==> src/rtl/sws_pkg.sv <==
// sws_pkg: shared widths, constants and the command/status types of the
// sliding window statistics block. Depends on nothing.
`default_nettype none

package sws_pkg;

	localparam int SAMPLE_W = 16;
	localparam int DEPTH    = 1024;
	localparam int PTR_W    = 10;
	localparam int CNT_W    = 11;
	localparam int SUM_W    = 27;
	localparam int MAG_W    = 26;
	localparam int SQ_W     = 41;
	localparam int PROD_W   = 52;
	localparam int DEN_W    = 20;
	localparam int MEAN_W   = 16;
	localparam int VAR_W    = 31;
	localparam int OUT_W    = 96;
	localparam int QCNT_W   = 6;

	localparam logic [CNT_W-1:0]    WLEN_RESET = CNT_W'(1000);
	localparam logic [CNT_W-1:0]    DEPTH_CNT  = CNT_W'(DEPTH);
	localparam logic [SAMPLE_W-1:0] SMAX       = {1'b0, {(SAMPLE_W-1){1'b1}}};
	localparam logic [SAMPLE_W-1:0] SMIN       = {1'b1, {(SAMPLE_W-1){1'b0}}};
	localparam logic [VAR_W-1:0]    VAR_MAX    = {VAR_W{1'b1}};

	// controller to datapath
	typedef struct packed {
		logic take;
		logic drop;
		logic ins;
		logic scan_start;
		logic mul_nsq;
		logic mul_sum;
		logic save_p1;
		logic div_var;
		logic save_var;
		logic div_mean;
		logic save_mean;
		logic load_out;
	} cmd_t;

	// datapath to controller
	typedef struct packed {
		logic need_drop;
		logic scan_busy;
		logic mul_busy;
		logic div_busy;
		logic out_free;
	} stat_t;

endpackage

`default_nettype wire

==> src/rtl/sws_ctrl.sv <==
// sws_ctrl: sequencer of one request through drop, insert, rescan,
// multiply and divide steps. Depends on sws_pkg for cmd_t and stat_t.
`default_nettype none

module sws_ctrl (
	input  wire                  clk,
	input  wire                  arst_n,
	input  wire                  s_tvalid,
	input  wire                  in_clear,
	output logic                 s_tready,
	input  sws_pkg::stat_t       stat,
	output sws_pkg::cmd_t        cmd
);

	localparam logic [3:0] ST_IDLE  = 4'd0;
	localparam logic [3:0] ST_RDOLD = 4'd1;
	localparam logic [3:0] ST_DROP  = 4'd2;
	localparam logic [3:0] ST_INS   = 4'd3;
	localparam logic [3:0] ST_SGO   = 4'd4;
	localparam logic [3:0] ST_SCAN  = 4'd5;
	localparam logic [3:0] ST_M1    = 4'd6;
	localparam logic [3:0] ST_M1W   = 4'd7;
	localparam logic [3:0] ST_M2    = 4'd8;
	localparam logic [3:0] ST_M2W   = 4'd9;
	localparam logic [3:0] ST_DV    = 4'd10;
	localparam logic [3:0] ST_DVW   = 4'd11;
	localparam logic [3:0] ST_DM    = 4'd12;
	localparam logic [3:0] ST_DMW   = 4'd13;
	localparam logic [3:0] ST_OUT   = 4'd14;

	logic [3:0] state_q;
	logic [3:0] state_d;

	assign s_tready = state_q == ST_IDLE;

	// next state and commands
	always_comb begin
		state_d = state_q;
		cmd     = '0;
		case (state_q)
			ST_IDLE: begin
				if (s_tvalid) begin
					cmd.take = 1'b1;
					if (in_clear) state_d = ST_M1;
					else if (stat.need_drop) state_d = ST_RDOLD;
					else state_d = ST_INS;
				end
			end
			ST_RDOLD: state_d = ST_DROP;
			ST_DROP: begin
				cmd.drop = 1'b1;
				state_d  = ST_INS;
			end
			ST_INS: begin
				cmd.ins = 1'b1;
				state_d = ST_SGO;
			end
			ST_SGO: begin
				cmd.scan_start = 1'b1;
				state_d        = ST_SCAN;
			end
			ST_SCAN: if (!stat.scan_busy) state_d = ST_M1;
			ST_M1: begin
				cmd.mul_nsq = 1'b1;
				state_d     = ST_M1W;
			end
			ST_M1W: begin
				if (!stat.mul_busy) begin
					cmd.save_p1 = 1'b1;
					state_d     = ST_M2;
				end
			end
			ST_M2: begin
				cmd.mul_sum = 1'b1;
				state_d     = ST_M2W;
			end
			ST_M2W: if (!stat.mul_busy) state_d = ST_DV;
			ST_DV: begin
				cmd.div_var = 1'b1;
				state_d     = ST_DVW;
			end
			ST_DVW: begin
				if (!stat.div_busy) begin
					cmd.save_var = 1'b1;
					state_d      = ST_DM;
				end
			end
			ST_DM: begin
				cmd.div_mean = 1'b1;
				state_d      = ST_DMW;
			end
			ST_DMW: begin
				if (!stat.div_busy) begin
					cmd.save_mean = 1'b1;
					state_d       = ST_OUT;
				end
			end
			ST_OUT: begin
				if (stat.out_free) begin
					cmd.load_out = 1'b1;
					state_d      = ST_IDLE;
				end
			end
			default: state_d = ST_IDLE;
		endcase
	end

	// state register
	always_ff @(posedge clk or negedge arst_n) begin
		if (!arst_n) begin
			state_q <= ST_IDLE;
		end else begin
			state_q <= state_d;
		end
	end

endmodule

`default_nettype wire

==> config.mk <==
export PLATFORM = sky130hd
export DESIGN_NAME = sws_ctrl
export DESIGN_NICKNAME = d
export VERILOG_FILES = /design/src/rtl/sws_pkg.sv /design/src/rtl/sws_ctrl.sv
export SDC_FILE = /design/constraint.sdc
export NUM_CORES = 1
export LEC_CHECK = 0
export BUFFER_PORTS_ARGS = -buffer_cell sky130_fd_sc_hd__clkbuf_2
export CORE_MARGIN = 1
export CORE_UTILIZATION = 35
export DETAILED_ROUTE_END_ITERATION = 10
export PLACE_DENSITY_LB_ADDON = 0.08
export SLEW_MARGIN = 20
export SYNTH_ARGS = -nofsm -noshare
export SYNTH_HDL_FRONTEND = slang
export SYNTH_SLANG_ARGS = --single-unit
==> constraint.sdc <==
create_clock -name clk -period 1.7 [get_ports clk]
set_clock_uncertainty 0.05 [all_clocks]
set_input_delay 0 -clock clk [delete_from_list [all_inputs] [get_ports clk]]
set_output_delay 0 -clock clk [all_outputs]
set_load 0.01 [all_outputs]
==> results.txt <==
Leakage: 0.310 nW
DRC: 0
Vias in the first global route: 458
Synth cell types: 32
Critical path class: flop to flop
Top Registers: state_q: 4 flops
Final Hold Viols: 0
Slew headroom: 0.747
Setup TNS: 0 ps
Fillcell total: 149
CP Cell Sequence: nand2b_2 -> o32a_1 -> a31oi_1 -> a41oi_1
Crit share post-route: 0.939
Syn avg cell area: 7.73 µm²
Max Freq: 626 MHz
Syn Inst Count: 66
Final GP Congestion: 0.789
Hpwl dp: 1040 µm
Vias: 564
Area occupied by multi-input gates: 353 µm²
Critical Path Slowest Stage Cell: dfrtp_2
Largest net degree at the start of global routing: 13
Synth-to-Final Area Change: 33.8%
Num CTS Buffers: 3
DR WL met2: 598 µm
Clock sinks: 4
Nets: 103
YS warnings: 0
Initial core utilization: 0.383
DRT met1 WL: 702 µm
Cells on worst reg2reg path: 4
RSZ-0062 raised after global routing: no
H-tree depth: 1
Clk buf depth: 2
CTS clock-pin slew for the worst setup and hold paths: 50 ps
DRT iter0 DRCs: 12
Final wirelength: 1360 µm
Gr usage total: 0.194
Placed standard-cell area: 646 µm²
Most flops, register: state_q
Ys async rst share: 1.00
Core Box Area: 1330 µm²
Worst-margin pin slew: 379 ps
Rows: 13
Worst-Skew Late Latency: 250 ps
CTS tree: yes
Full die area: 1620 µm²
Vias/cell: 5.27
Worst Setup End Kind: flop
Final Util: 0.512
Cell Pwr Density: 1790 nW/µm²
Crit path required time: 1750 ps
Root buffer cell: clkbuf_4
Seq/Total Area, Yosys: 0.196
Antenna viol nets, final: 0
Power Total: 0.00123 W
Total setup buffers inserted after CTS: 0
Status: completed
Commonest non-fill, non-tap cell in the layout: clkbuf_2
GRT overflow: 0
EDFF count, synth: 0
Max FFs per register: 4
Pre-CTS setup slack: 48.8 ps
Worst path max stage delay: 470 ps
Syn Std Cell Area: 510 µm²
DR pass1 iterations: 4
WL met3: 45 µm
Total of max-cap violations: 0
Worst Hold Class: primary input to asynchronous set/reset pin
First-pass GRT wire length: 2010 µm
Wire length per cell: 12.7 µm
Ratio of cells with drive above 1 in the final layout: 0.435
Die height: 40.2 µm
Crit path launch type: flop
Initial antenna violation count: 0
Register area: 103 µm²
IO Count: 22
Count of buffers from port buffering: 21
CP arrival: 1640 ps
PnR worst setup slack: 103 ps
Width of the die: 40.2 µm
Prevailing post-synth register cell: dfrtp_1
Setup violations, final: 0
Synthesized Nets: 75
Worst vdd ir: 0.799 mV
Most frequent cells in the layout: clkbuf_2, nor3_1, buf_4, nor2_1
Maximum fanout along the worst path: 12
Top layer in use: met4
Post-route design area: 683 µm²
Fin crit period: 1600 ps
Diode count: 0
Max-slew violation count: 0
Synthesized flop and latch total: 4
## through the flow
step / instances / hold WS (ps)
final: 107 / 31.2
after global routing: 107 / 59.7
after CTS: 107 / 45.7
after detailed placement: 103 / -241
after global placement: 103 / -242
after floorplan: 66 / -346
## per-layer routing
layer,up-vias,global-route usage
met2,15,0.327
li1,299,-
met1,248,0.235
met4,0,0.0500
met5,-,0
met3,2,0.0667
## final cells by class
type	instances	area share
Clock buffer	3	0.0330
Inverter	3	0.0165
Multi-Input combinational cell	52	0.516
Tap cell	15	0.0275
Sequential cell	4	0.150
Timing Repair Buffer	30	0.256
## report_power, final
| part | internal, W | leakage [nW] | switching, W |
|---|---|---|---|
| clock network | 0.0000795 | 0.0138 | 0.0000477 |
| registers | 0.000150 | 0.0458 | 0.0000965 |
| logic | 0.000410 | 0.250 | 0.000441 |
| total | 0.000640 | 0.310 | 0.000586 |
## worst max-delay path: cells and delay by family, from the launching register on
kind	cells	cell delay (ps)
AO/OA/AOI/OAI	3	670
flip-flops	1	470
AND/OR/NAND/NOR	1	270
## timing repair
| item | 4_1_cts | 5_1_grt |
|---|---|---|
| endpoints found under the hold margin | 4 | 0 |
| endpoints found under the setup margin | 0 | 3 |
| gates resized for setup | 0 | 3 |
| hold buffers | 1 | 0 |
## cells in the mapped netlist, drive strengths merged (2+ instances only)
| cell type | number | area (µm²) |
|---|---|---|
| nor3 | 9 | 45.0 |
| buf | 6 | 45.0 |
| nor2 | 6 | 38.8 |
| nand2b | 5 | 31.3 |
| dfrtp | 4 | 100 |
| nand2 | 4 | 15.0 |
| o21ai | 4 | 23.8 |
| inv | 3 | 11.3 |
| nand3b | 3 | 22.5 |
| a21oi | 2 | 10.0 |
| a31oi | 2 | 12.5 |
| o21a | 2 | 15.0 |
| o31ai | 2 | 20.0 |
## worst paths after layout
path / start / to / slack [ps]
min in group clk: stat[2] / state_q[3] / 40
hold reg to reg: state_q[3] / state_q[3] / 630
max in group asynchronous: arst_n / state_q[0] / 1420
setup reg to reg: state_q[0] / state_q[2] / 100
hold / removal: arst_n / state_q[3] / 30
setup / recovery: state_q[0] / state_q[2] / 100
## cell families (layout without fill, tap and decap cells)
family	Yosys count	count (layout)	synth area share
flip-flops	4	4	0.196
AO/OA/AOI/OAI	18	18	0.282
multiplexers	1	1	0.0196
buffers and inverters	10	36	0.118
AND/OR/NAND/NOR	33	33	0.385
(Power assumes the default switching activity.)
